[src/rtl/vrm_pkg.sv]
`timescale 1ns / 1ps
// Shared types and constants for the voxel ray march block.
package vrm_pkg;

   localparam int GRID_BITS = 5;
   localparam int FRAC_BITS = 8;
   localparam int MAP_AW    = 3 * GRID_BITS;
   localparam int FIELD_W   = 16;
   localparam int COORD_W   = 20;                    // point, with room for overshoot
   localparam int CELL_W    = COORD_W - FRAC_BITS;   // cell index, signed
   localparam int DIFF_W    = FRAC_BITS + 1;         // distance to next plane
   localparam int LEN_W     = 16;
   localparam int TRAV_W    = LEN_W + 2;
   localparam int DIV_W     = 32;
   localparam int DVS_W     = FIELD_W + 1;
   localparam int CNT_W     = 5;

   typedef enum logic {
      OP_WRITE = 1'b0,
      OP_CAST  = 1'b1
   } opcode_type;

   typedef enum logic [3:0] {
      ST_CLEAR,
      ST_IDLE,
      ST_SQ,
      ST_SQRT,
      ST_LOOP,
      ST_PLAN,
      ST_PWAIT,
      ST_ADV,
      ST_AWAIT,
      ST_CELL,
      ST_MREQ,
      ST_MCHK,
      ST_FINISH
   } ctrl_state_type;

   typedef enum logic [3:0] {
      DP_NOP,
      DP_CLEAR,
      DP_WRITE,
      DP_LOAD,
      DP_SQ,
      DP_SQRT,
      DP_STEP_INIT,
      DP_PLAN_START,
      DP_PLAN_TAKE,
      DP_ADV_SET,
      DP_ADV_START,
      DP_ADV_TAKE,
      DP_CELL,
      DP_MCHK,
      DP_OUT
   } dp_op_type;

   typedef struct packed {
      dp_op_type  op;
      logic [1:0] axis;
   } dp_cmd_type;

   typedef struct packed {
      logic clr_last;
      logic sqrt_last;
      logic trav_lt_len;
      logic dir_zero;
      logic chosen_fixed;
      logic div_done;
      logic hit_now;
   } dp_sts_type;

endpackage

[src/rtl/vrm_ctrl.sv]
`timescale 1ns / 1ps
// Controller: sequences clear, writes, root, per-axis plans and advances.
module vrm_ctrl
   import vrm_pkg::*;
(
   input  logic       clock,
   input  logic       reset,
   input  logic       req_tvalid,
   output logic       req_tready,
   input  logic       req_opcode,
   output logic       rsp_tvalid,
   input  logic       rsp_tready,
   output dp_cmd_type cmd,
   input  dp_sts_type sts
);

   ctrl_state_type state_ff, state_in;
   logic [1:0]     axis_ff, axis_in;
   logic           rsp_valid_ff, rsp_valid_in;
   logic           last_axis;

   assign last_axis = (axis_ff == 2'd2);

   always_ff @(posedge clock) begin
      if (reset) begin
         state_ff     <= ST_CLEAR;
         axis_ff      <= '0;
         rsp_valid_ff <= 1'b0;
      end else begin
         state_ff     <= state_in;
         axis_ff      <= axis_in;
         rsp_valid_ff <= rsp_valid_in;
      end
   end

   always_comb begin
      state_in     = state_ff;
      axis_in      = axis_ff;
      rsp_valid_in = rsp_valid_ff && !rsp_tready;
      cmd.op       = DP_NOP;
      cmd.axis     = axis_ff;
      req_tready   = 1'b0;
      case (state_ff)
         ST_CLEAR: begin
            cmd.op = DP_CLEAR;
            if (sts.clr_last)
               state_in = ST_IDLE;
         end
         ST_IDLE: begin
            req_tready = 1'b1;
            if (req_tvalid) begin
               if (req_opcode == OP_CAST) begin
                  cmd.op   = DP_LOAD;
                  axis_in  = '0;
                  state_in = ST_SQ;
               end else begin
                  cmd.op = DP_WRITE;
               end
            end
         end
         ST_SQ: begin
            cmd.op  = DP_SQ;
            axis_in = last_axis ? 2'd0 : axis_ff + 1'b1;
            if (last_axis)
               state_in = ST_SQRT;
         end
         ST_SQRT: begin
            cmd.op = DP_SQRT;
            if (sts.sqrt_last)
               state_in = ST_LOOP;
         end
         ST_LOOP: begin
            cmd.op  = DP_STEP_INIT;
            axis_in = '0;
            state_in = sts.trav_lt_len ? ST_PLAN : ST_FINISH;
         end
         ST_PLAN: begin
            if (sts.dir_zero) begin
               axis_in = last_axis ? 2'd0 : axis_ff + 1'b1;
               if (last_axis)
                  state_in = ST_ADV;
            end else begin
               cmd.op   = DP_PLAN_START;
               state_in = ST_PWAIT;
            end
         end
         ST_PWAIT: begin
            if (sts.div_done) begin
               cmd.op   = DP_PLAN_TAKE;
               axis_in  = last_axis ? 2'd0 : axis_ff + 1'b1;
               state_in = last_axis ? ST_ADV : ST_PLAN;
            end
         end
         ST_ADV: begin
            if (sts.chosen_fixed || sts.dir_zero) begin
               if (sts.chosen_fixed)
                  cmd.op = DP_ADV_SET;
               axis_in = last_axis ? 2'd0 : axis_ff + 1'b1;
               if (last_axis)
                  state_in = ST_CELL;
            end else begin
               cmd.op   = DP_ADV_START;
               state_in = ST_AWAIT;
            end
         end
         ST_AWAIT: begin
            if (sts.div_done) begin
               cmd.op   = DP_ADV_TAKE;
               axis_in  = last_axis ? 2'd0 : axis_ff + 1'b1;
               state_in = last_axis ? ST_CELL : ST_ADV;
            end
         end
         ST_CELL: begin
            cmd.op   = DP_CELL;
            state_in = ST_MREQ;
         end
         ST_MREQ: begin
            state_in = ST_MCHK;
         end
         ST_MCHK: begin
            cmd.op   = DP_MCHK;
            state_in = sts.hit_now ? ST_FINISH : ST_LOOP;
         end
         ST_FINISH: begin
            if (!rsp_valid_ff || rsp_tready) begin
               cmd.op       = DP_OUT;
               rsp_valid_in = 1'b1;
               state_in     = ST_IDLE;
            end
         end
         default: begin
            state_in = ST_IDLE;
         end
      endcase
   end

   assign rsp_tvalid = rsp_valid_ff;

endmodule

[config.mk]
export PLATFORM = sky130hd
export DESIGN_NAME = vrm_ctrl
export DESIGN_NICKNAME = d
export VERILOG_FILES = /design/src/rtl/vrm_pkg.sv /design/src/rtl/vrm_ctrl.sv
export SDC_FILE = /design/constraint.sdc
export NUM_CORES = 1
export LEC_CHECK = 0
export BUFFER_PORTS_ARGS = -buffer_cell sky130_fd_sc_hd__buf_2
export CORE_MARGIN = 10
export CORE_UTILIZATION = 55
export DETAILED_ROUTE_END_ITERATION = 8
export PLACE_DENSITY = 0.92
export SLEW_MARGIN = 20
export SYNTH_ARGS = -nofsm -noshare
export SYNTH_HDL_FRONTEND = slang
export SYNTH_SLANG_ARGS = --single-unit
[constraint.sdc]
create_clock -name clock -period 5 [get_ports clock]
set_clock_uncertainty 0.2 [all_clocks]
set_input_delay 1 -clock clock [delete_from_list [all_inputs] [get_ports clock]]
set_output_delay 1 -clock clock [all_outputs]
set_load 0.02 [all_outputs]
* After elaboration in Yosys (flattened, before gate mapping)
Cells that the tools add are included.
** Word-level totals
- Bits in registers :: 7
** Operators by class
- Add/sub/neg operators :: 1
- Eq/ne operators :: 26
- Muxes and demuxes :: 36
- Reductions and logical operators :: 10
** Operators with widths (number)
- $mux W4 :: 20
- $pmux W4 S13 :: 1
- $pmux W4 S12 :: 1
- $eq A4 B4 Y1 const B :: 5
- $ne A2 B2 Y1 const B :: 10
- $eq A4 B3 Y1 const B :: 4
- $mux W2 :: 8
- $pmux W2 S6 :: 1
- $reduce_and A10 Y1 :: 1
- $eq A4 B2 Y1 const B :: 2
- $ne A3 B3 Y1 const B :: 2
- $reduce_and A6 Y1 :: 1
- $reduce_bool A6 Y1 :: 1
- $eq A4 B1 Y1 const B :: 1
- $logic_not A4 Y1 :: 1
- $mux W1 :: 4
- $mux W3 :: 1
- $add A2 B1 Y2 const B :: 1
- $eq A2 B2 Y1 const B :: 1
- $logic_not A1 Y1 :: 2
- $logic_or A1 B1 Y1 :: 2
- $ne A2 B1 Y1 const B :: 1
- $reduce_or A2 Y1 :: 1
- $logic_and A1 B1 Y1 :: 1

* Logic depth before layout (Yosys ltp)
Gate-level depths: netlist of the first run.
- Depth in word-level cells :: 4
- Mapped depth :: 6
- Mapped depth without buffers :: 5

* Least setup slack after synthesis of the first run
No wires, ideal clock.
- Path type :: input-to-output
- Start :: in rsp_tready
- End :: out cmd[4] in the netlist's numbering
- Arrival :: 1768 ps
- Data required time :: 3800 ps
- Path slack :: 2032 ps
- Cell stages on the path :: 4
- Path through :: nand2b_1 > a21oi_1 > or3_1 > o21ai_0
** RTL lines
- start, declared :: line vrm_ctrl.sv:12 : input logic rsp_tready,
- end, declared :: line vrm_ctrl.sv:13 : output dp_cmd_type cmd,

==> results of run 1 <==
[metal layers]
layer	up-vias	track usage [%]	wire, microns
li1	429	-	-
met1	376	14.25	879
met2	49	18.76	905
met3	2	3.982	201
met4	0	7.047	8
met5	-	0	0
[worst min-delay path: stages (launching register included)]
cell and delay [ns]:
dfxtp_1 0.32, nand2b_1 0.07, mux2i_1 0.06
[layout make-up]
| type | instances | area [sq um] | share of cell area, % |
|---|---|---|---|
| Inverter | 4 | 15.01 | 1.744 |
| Sequential cell | 7 | 140.1 | 16.28 |
| Tap cell | 15 | 18.77 | 2.180 |
| Timing Repair Buffer | 19 | 95.09 | 11.05 |
| Multi-Input combinational cell | 87 | 565.5 | 65.70 |
| Clock buffer | 4 | 26.28 | 3.052 |
[power groups by stage]
stage / clock network, mW / registers (mW) / logic, mW
finish: 0.0491 / 0.119 / 0.271
global route: 0.0565 / 0.123 / 0.297
detailed placement: 0 / 0.117 / 0.270
floorplan: 0 / 0.0842 / 0.251
CTS: 0.0513 / 0.117 / 0.271
global placement: 0 / 0.116 / 0.265
[registers in the layout, indices dropped and copies added (netlist names)]
| name | flops |
|---|---|
| state_ff | 4 |
| axis_ff | 2 |
| rsp_tvalid | 1 |
[final timing paths]
path,end,cells past startpoint,slack (ns),from
worst max-delay path,cmd[2],5,1.85,state_ff[0]
worst min-delay path,axis_ff[1],2,0.31,axis_ff[1]
worst max register to register,axis_ff[0],5,2.81,state_ff[2]
worst min register to register,axis_ff[1],2,0.31,axis_ff[1]
[logic make-up after synthesis]
logic type / Yosys count / synth area share [%]
simple gates: 44 / 32.13
mux: 4 / 5.930
xor+xnor: 1 / 1.153
compound gates: 38 / 35.26
buf+inv: 11 / 7.082
flops: 7 / 18.45
[placed cells by master, fill, tap and decap left out, drive strengths merged, types with 5 or more instances in the layout]
| cell type | n |
|---|---|
| dfxtp | 7 |
| o22ai | 6 |
| nand2 | 6 |
| nor2 | 9 |
| o21ai | 7 |
| nor3 | 5 |
| buf | 19 |
| a21oi | 10 |
| nand2b | 7 |
| nand3 | 6 |
==> impl_results.md, run 1 <==
- Design Area, Final: 860.8 sq um
- Via/cell ratio: 6.294
- Sw Share: 50.64%
- Number of global-route vias before repair: 795
- Crit Path Class: reg2out
- Fin worst setup slack: 1.855 ns
- Tcrit/Tclk final: 62.91%
- Synth cell types: 41
- Total grt overflow: 0
- Area growth from synthesis to layout: 13.34%
- Critical path's largest stage delay: 0.81 ns
- Ant. Diodes: 0
- Achievable Freq: 317.9 MHz
- Ranking of synthesized cells by area: dfxtp_1, a21oi_1, nand2b_1
- Num CTS Buffers: 3
- Hold-fix buffers at CTS: 0
- Top cell type's share of synthesized area: 18.45%
- NetSw: 222.2 uW
- Die area: 3267 sq um
- Top post-synthesis cells by count: a21oi_1, nor2_1, dfxtp_1
- Initial Util: 58.37%
- Pins Over Slew Limit: 0
- Reg clk slew, reported paths: 0.05 ns
- Syn_nets: 117
- Number of synthesized flops with an enable pin: 0
- Synthesis-stage register bit count: 7
- Clk root buf: clkbuf_4
- CP bufs+invs: 1
- Vert. Die Dim: 57.16 microns
- Die width: 57.16 microns
- ANT nets after route: 0
- Initial antenna violation count: 0
- Layout cell share with drive strength beyond 1: 25.62%
- Final worst path period need: 3.145 ns
- Post-CTS setup buffers: 0
- DP HPWL: 1496 microns
- Post-CTS Resized: 0
- Rel. slew slack: 48.75%
- I/O pin count: 20
- Leak pwr: 0.3451 nW
- Layout net count: 134
- Syn_area_per_cell: 7.233 sq um
- Std-Cell Rows: 13
- Crit path cell chain: or2_1, a21oi_1, a31oi_1, o221ai_1, buf_2
- RSZ-0062 raised after global routing: false
- Status: finished, final reports clean
- Hold Vio Cnt, Final: 0
- Placeable core area: 1301 sq um
- Hold/Removal Path Class: reg2reg
- Slew @ Worst Pin: 0.7676 ns
- Final Util: 66.15%
- GRT Util Overall: 12.14%
- DP Worst Slack: 1.871 ns
- Fin Hold WS: 0.3119 ns
- Vias: 856
- CTS tree: built
- Final WL: 1993 microns
- Fin Setup TNS: 0 ns
- Crit-path max FO: 24
- Post-Syn Area: 759.5 sq um
- CTS max path bufs: 2
- First-pass DRT Iterations: 4
- Clk_lat worst skew: 0.24 ns
- VDD IR-drop max: 0.0003118 V
- CP top delay family: flip-flops
- Tot Pwr: 438.7 uW
- Pwr Density: 509.7 nW/um^2
- Combinational share of power: 61.7%
- Non-Filler Instances: 136
- Power share of the sequential group: 27.1%
- DRC viols: 0
- Syn. warnings: 0
- Top_reg_cell synth: dfxtp_1
- Global-route wire length before repair: 3387 microns
- Clock share of power: 11.2%
- Htree depth: 1
- Largest net degree at the start of global routing: 25
- Post-DP Area: 834.6 sq um
- Max-cap violations: 0
- CP Launch Type: register
- Int Pwr: 216.6 uW
- Most frequent cell after synthesis: a21oi_1
- Seq/Total Area, Yosys: 18.45%
- Fillers: 125
- Initial DRC Count: 30
- Area leader, netlist: dfxtp_1
- FFs w/ async S/R, synth: 0%
- Crit. End Element: output pin
- Placed cell count: 132
- Gate Count Post-Synth: 105
- Final setup fails: 0
- Worst path slowest cell: dfxtp_1
- Required @ worst endpoint: 3.80 ns
- Post-DR wirelength/cell: 14.65 microns
- Sink Count: 7
- Buffers on Ports: 19
- Placer Congestion: 0.9018
- Arr. time, crit path: 1.95 ns
Note: power is estimated with default switching activity, not from simulation.
==> run 2: changes to the inputs <==
--- a/config.mk
+++ b/config.mk
@@ -7,9 +7,9 @@
 export LEC_CHECK = 0
 export BUFFER_PORTS_ARGS = -buffer_cell sky130_fd_sc_hd__buf_2
 export CORE_MARGIN = 10
-export CORE_UTILIZATION = 55
+export CORE_UTILIZATION = 46
 export DETAILED_ROUTE_END_ITERATION = 8
-export PLACE_DENSITY = 0.92
+export PLACE_DENSITY = 0.83
 export SLEW_MARGIN = 20
 export SYNTH_ARGS = -nofsm -noshare
 export SYNTH_HDL_FRONTEND = slang
==> constraint.sdc (replaced) <==
create_clock -name clock -period 2.55 [get_ports clock]
set_clock_uncertainty 0.2 [all_clocks]
set_input_delay 0.51 -clock clock [delete_from_list [all_inputs] [get_ports clock]]
set_output_delay 0.51 -clock clock [all_outputs]
set_load 0.02 [all_outputs]
==> run 2 against run 1 <==
Count of clock-buffer cells in the layout stayed put; total power is 100% higher; critical path depth stayed put; first-iteration DRC count is 6.7% higher; combinational power is 120% higher; highest routed layer unchanged; final cell count is 4.4% higher; worst setup slack worse by 1.7 ns; largest cell class unchanged; sequential power is 71% higher; sequential share of layout area is 0.47 points lower; die area is 13% higher.
==> impl_results.md, run 2 (synthesis results as in run 1) <==
- Post-CTS Resized: 0 (unchanged)
- DRC viols: 0 (unchanged)
- Largest Register: state_ff (unchanged)
- Placer Congestion: 0.9358 (was 0.9018)
- GRT Util Overall: 11.72% (was 12.14%)
- Fin Setup TNS: 0 ns (unchanged)
- CTS tree: built (unchanged)
- Reg clk slew, reported paths: 0.05 ns (about the same)
- Slew @ Worst Pin: 0.3530 ns (was 0.7676 ns)
- Buffers on Ports: 19 (unchanged)
- Final Util: 58.52% (was 66.15%)
- Die area: 3676 sq um (was 3267 sq um)
- Std-Cell Rows: 14 (was 13)
- Final worst path period need: 2.389 ns
- Crit Path Class: reg2out (unchanged)
- Largest net degree at the start of global routing: 17 (was 25)
- Layout cell share with drive strength beyond 1: 30.16% (was 25.62%)
- First-pass DRT Iterations: 4 (unchanged)
- CTS max path bufs: 2 (unchanged)
- Non-Filler Instances: 142 (was 136)
- Number of global-route vias before repair: 832 (was 795)
- Global-route wire length before repair: 3553 microns (was 3387 microns)
- Crit-path max FO: 9 (was 24)
- Via/cell ratio: 6.239 (was 6.294)
- ANT nets after route: 0 (unchanged)
- Htree depth: 1 (unchanged)
- Total grt overflow: 0 (unchanged)
- Sink Count: 7 (unchanged)
- Ant. Diodes: 0 (unchanged)
- Design Area, Final: 902.1 sq um (was 860.8 sq um)
- Placed cell count: 138 (was 132)
- Achievable Freq: 418.5 MHz
- Hold-fix buffers at CTS: 0 (unchanged)
- Die width: 60.63 microns (was 57.16 microns)
- Area growth from synthesis to layout: 18.78% (was 13.34%)
- VDD IR-drop max: 0.0006131 V (was 0.0003118 V)
- Fin worst setup slack: 0.1606 ns (was 1.855 ns)
- Pins Over Slew Limit: 0 (unchanged)
- CP Launch Type: register (unchanged)
- Vert. Die Dim: 60.63 microns (was 57.16 microns)
- DP HPWL: 1676 microns (was 1496 microns)
- Most frequent cells in the layout: buf_2, a21oi_1, nor2_1 (unchanged)
- Commonest non-fill, non-tap cell in the layout: buf_2 (unchanged)
- Hold Vio Cnt, Final: 0 (unchanged)
- Final setup fails: 0 (unchanged)
- Crit. End Element: output pin (unchanged)
- Placeable core area: 1541 sq um (was 1301 sq um)
- Layout net count: 139 (was 134)
- Tcrit/Tclk final: 93.70%
- Clk_lat worst skew: 0.24 ns (about the same)
- Leak pwr: 0.3720 nW (was 0.3451 nW)
- Pwr Density: 994.5 nW/um^2 (was 509.7 nW/um^2)
- Final WL: 2094 microns (was 1993 microns)
- Arr. time, crit path: 1.68 ns (was 1.95 ns)
- Post-CTS setup buffers: 0 (unchanged)
- RSZ-0062 raised after global routing: false (unchanged)
- Rel. slew slack: 76.43% (was 48.75%)
- I/O pin count: 20 (unchanged)
- Num CTS Buffers: 3 (unchanged)
- Post-DP Area: 873.3 sq um (was 834.6 sq um)
- Post-DR wirelength/cell: 14.75 microns (was 14.65 microns)
- Required @ worst endpoint: 1.84 ns (was 3.80 ns)
- Max-cap violations: 0 (unchanged)
- Initial antenna violation count: 0 (unchanged)
- Status: finished, final reports clean (unchanged)
- Initial DRC Count: 32 (was 30)
- Vias: 886 (was 856)
- Hold/Removal Path Class: reg2reg (unchanged)
- Initial Util: 49.27% (was 58.37%)
- Clk root buf: clkbuf_4 (unchanged)
- DP Worst Slack: 0.4114 ns (was 1.871 ns)
- Number of flip-flops in the largest register: 4 (unchanged)
-- run 2: changes by cell type in the layout (fill, tap and decap cells not counted) --
cell | before | now
dfxtp_2 | 0 | 2
buf_4 | 0 | 5
dfxtp_1 | 7 | 5
-- run 2: worst max-delay path, cell delays in order, from the launching register on --
cell,delay [ns]
dfxtp_1,0.52
or2b_1,0.31
nor3b_1,0.18
o21ai_0,0.13
o221ai_1,0.09
buf_2,0.19
-- run 2: layout make-up --
class / count / area, sq um
fillers: 150 / 639.4
multi-input cells: 87 / 565.5
flip-flops and latches: 7 / 142.6
repair buffers: 24 / 132.6
clock buffers: 4 / 26.28
well taps: 16 / 20.02
inverters: 4 / 15.01
-- run 2: per-layer routing --
metal | vias up | routed length [microns] | global-route usage (%)
met5 | - | 0 | 0
met4 | 0 | 10 | 6.270
met3 | 2 | 185 | 2.088
met2 | 38 | 953 | 18.34
met1 | 409 | 944 | 14.81
li1 | 437 | - | -
-- run 2: worst paths after layout --
kind	start	end	slack (ns)	cells after the start
worst max register to register	state_ff[3]	axis_ff[0]	0.57	6
worst min register to register	axis_ff[1]	axis_ff[1]	0.33	2
worst max-delay path	state_ff[3]	cmd[2]	0.16	5
worst min-delay path	axis_ff[1]	axis_ff[1]	0.33	2
-- run 2: stage by stage --
step           power (mW)  hold slack (ns)
2_1_floorplan      0.6572           0.3662
3_3_place_gp       0.7833           0.2823
3_5_place_dp       0.7981           0.3106
4_1_cts            0.8985           0.3185
5_1_grt            0.9791           0.3384
6_report           0.8972           0.3256
-- run 2: power by group --
part           switching, mW  leakage, nW  internal [mW]  total, mW
Clock                 0.0361       0.0150         0.0594     0.0956
Sequential            0.0674       0.0577          0.136      0.204
Combinational          0.340        0.299          0.258      0.598
==> run 3: changes to the inputs <==
--- a/config.mk
+++ b/config.mk
@@ -5,12 +5,12 @@
 export SDC_FILE = /design/constraint.sdc
 export NUM_CORES = 1
 export LEC_CHECK = 0
+export ABC_AREA = 1
 export BUFFER_PORTS_ARGS = -buffer_cell sky130_fd_sc_hd__buf_2
 export CORE_MARGIN = 10
 export CORE_UTILIZATION = 46
 export DETAILED_ROUTE_END_ITERATION = 8
 export PLACE_DENSITY = 0.83
-export SLEW_MARGIN = 20
 export SYNTH_ARGS = -nofsm -noshare
 export SYNTH_HDL_FRONTEND = slang
 export SYNTH_SLANG_ARGS = --single-unit
==> run 3 against run 2 <==
Sequential share of layout area up 0.16 points; non-clock buffer count down 4; sequential power down 5%; count of clock-buffer cells in the layout unchanged; final cell count up 27%; worst setup slack worse by 0.024 ns; largest power group unchanged; highest routed layer unchanged.
==> impl_results.md, run 3 <==
- Post-CTS Resized: 0 (unchanged)
- Largest net degree at the start of global routing: 9 (was 17)
- Leak pwr: 0.4913 nW (was 0.3720 nW)
- Vert. Die Dim: 60.16 microns (was 60.63 microns)
- Arr. time, crit path: 1.70 ns (was 1.68 ns)
- Post-DP Area: 864.6 sq um (was 873.3 sq um)
- Fin Setup TNS: 0 ns (unchanged)
- Global-route wire length before repair: 3657 microns (was 3553 microns)
- Pwr Density: 1157 nW/um^2 (was 994.5 nW/um^2)
- Largest Register: state_ff (unchanged)
- Number of flip-flops in the largest register: 4 (unchanged)
- DRC viols: 0 (unchanged)
- VDD IR-drop max: 0.0006237 V (was 0.0006131 V)
- Status: finished, final reports clean (unchanged)
- Crit Path Class: reg2out (unchanged)
- Top cell type's share of synthesized area: 21.75% (was 18.45%)
- Total grt overflow: 0 (unchanged)
- Hold Vio Cnt, Final: 0 (unchanged)
- Number of synthesized flops with an enable pin: 0 (unchanged)
- Syn_area_per_cell: 5.300 sq um (was 7.233 sq um)
- Synthesis-stage register bit count: 7 (unchanged)
- Most frequent cells in the layout: nand2_1, nor2_1, buf_2 (was buf_2, a21oi_1, nor2_1)
- Top_reg_cell synth: dfxtp_1 (unchanged)
- Syn_nets: 152 (was 117)
- Post-DR wirelength/cell: 12.65 microns (was 14.75 microns)
- Crit. End Element: output pin (unchanged)
- Critical path's largest stage delay: 0.36 ns (was 0.52 ns)
- Reg area: 142.6 sq um (unchanged)
- First-pass DRT Iterations: 4 (unchanged)
- Via/cell ratio: 5.372 (was 6.239)
- Buffers on Ports: 19 (unchanged)
- Std-Cell Rows: 14 (unchanged)
- Crit path cell chain: inv_2, nand2_2, nor2_1, o21ai_0, o31ai_1, inv_1, o211ai_1, buf_2 (was or2b_1, nor3b_1, o21ai_0, o221ai_1, buf_2)
- CTS max path bufs: 2 (unchanged)
- I/O pin count: 20 (unchanged)
- Post-Syn Area: 742.0 sq um (was 759.5 sq um)
- Top post-synthesis cells by count: nand2_1, nor2_1, inv_1 (was a21oi_1, nor2_1, dfxtp_1)
- Max-cap violations: 0 (unchanged)
- Gate Count Post-Synth: 140 (was 105)
- Achievable Freq: 414.3 MHz (was 418.5 MHz)
- Pins Over Slew Limit: 0 (unchanged)
- Final worst path period need: 2.414 ns (was 2.389 ns)
- Layout net count: 177 (was 139)
- DP HPWL: 1964 microns (was 1676 microns)
- Tcrit/Tclk final: 94.66% (was 93.70%)
- Hold-fix buffers at CTS: 0 (unchanged)
- CP Launch Type: register (unchanged)
- FFs w/ async S/R, synth: 0% (unchanged)
- Final WL: 2277 microns (was 2094 microns)
- GRT Util Overall: 12.86% (was 11.72%)
- Post-CTS setup buffers: 0 (unchanged)
- Design Area, Final: 893.4 sq um (was 902.1 sq um)
- ANT nets after route: 0 (unchanged)
- Clk root buf: clkbuf_4 (unchanged)
- Synth cell types: 21 (was 41)
- Worst r2r src: axis_ff[1] (was state_ff[3])
- Initial DRC Count: 57 (was 32)
- Number of global-route vias before repair: 840 (was 832)
- Sink Count: 7 (unchanged)
- Clk_lat worst skew: 0.24 ns (about the same)
- Crit-path max FO: 6 (was 9)
- Area growth from synthesis to layout: 20.40% (was 18.78%)
- Placeable core area: 1524 sq um (was 1541 sq um)
- Area leader, netlist: nand2_1 (was dfxtp_1)
- Most frequent cell after synthesis: nand2_1 (was a21oi_1)
- Num CTS Buffers: 3 (unchanged)
- Setup crit start: state_ff[1] (was state_ff[3])
- Initial Util: 48.69% (was 49.27%)
- Fillers: 159 (was 150)
- Worst Min Path Start: reset (was axis_ff[1])
- RSZ-0062 raised after global routing: false (unchanged)
- Ranking of synthesized cells by area: nand2_1, dfxtp_1, nor2_1 (was dfxtp_1, a21oi_1, nand2b_1)
- CTS tree: built (unchanged)
- Seq/Total Area, Yosys: 18.89% (was 18.45%)
- Syn. warnings: 0 (unchanged)
- Layout cell share with drive strength beyond 1: 23.78% (was 30.16%)
- Die width: 60.16 microns (was 60.63 microns)
- Die area: 3619 sq um (was 3676 sq um)
- Area of the multi-input gates: 541.8 sq um (was 565.5 sq um)
- Ant. Diodes: 0 (unchanged)
- Required @ worst endpoint: 1.84 ns (about the same)
- Slew @ Worst Pin: 0.3470 ns (was 0.3530 ns)
- Commonest non-fill, non-tap cell in the layout: nand2_1 (was buf_2)
- Placer Congestion: 1.001 (was 0.9358)
- Initial antenna violation count: 0 (unchanged)
- Htree depth: 1 (unchanged)
- Worst path slowest cell: dfxtp_1 (unchanged)
- Hold/Removal Path Class: in2reg (was reg2reg)
- Reg clk slew, reported paths: 0.05 ns (about the same)
- Rel. slew slack: 76.62% (was 76.43%)
- Vias: 967 (was 886)
- Final setup fails: 0 (unchanged)
run 3: final cells by class:
cell class,instances,share of cell area (%)
inverter,16,6.723
tap,16,2.241
sequential,7,15.97
multi-input combinational,117,60.64
timing repair buffer,20,11.48
clock buffer,4,2.941
run 3: layer usage:
layer	vias to the layer above	GRT usage, %	wire length [microns]
met5	-	0	0
met4	0	7.372	52
met3	6	4.661	235
met2	46	20.59	1075
met1	415	14.22	914
li1	500	-	-
run 3: logic make-up (layout without fill, tap and decap cells):
| group | count (synthesis) | in the layout | synth area share [%] |
|---|---|---|---|
| and+or+nand+nor | 99 | 99 | 57.33 |
| AOI/OAI and AO/OA | 18 | 18 | 15.68 |
| buffers and inverters | 16 | 40 | 8.093 |
| DFF | 7 | 7 | 18.89 |
run 3: final timing paths:
path | to | slack [ns] | cells past startpoint
worst max-delay path | cmd[4] | 0.14 | 8
worst min-delay path | rsp_tvalid | 0.23 | 2
worst max register to register | state_ff[2] | 0.76 | 9
worst min register to register | rsp_tvalid | 0.38 | 4
run 3: power breakdown:
| part | internal (mW) | leakage [nW] | switching [mW] |
|---|---|---|---|
| clock | 0.0593 | 0.0150 | 0.0352 |
| combinational | 0.249 | 0.418 | 0.496 |
| sequential | 0.147 | 0.0584 | 0.0463 |
run 3: critical path, delay by kind of cell (launching register included):
kind | cells | cell delay (ns)
buffers and inverters | 3 | 0.44
AO/OA/AOI/OAI | 3 | 0.41
AND/OR/NAND/NOR | 2 | 0.26
flip-flops | 1 | 0.36
run 3: per-stage QoR:
| stage | std cells | total power [mW] | hold WS, ns | setup WS (ns) | util [%] |
|---|---|---|---|---|---|
| detailed placement | 176 | 0.9297 | 0.3827 | 0.3852 | 56.73 |
| global placement | 176 | 0.9232 | 0.3670 | 0.3617 | 56.73 |
| global route | 180 | 1.137 | 0.2244 | 0.02214 | 58.62 |
| floorplan | 140 | 0.7361 | 0.3824 | 0.6427 | - |
| finish | 180 | 1.033 | 0.2337 | 0.1362 | 58.62 |
| CTS | 180 | 1.030 | 0.2237 | 0.1090 | 58.46 |
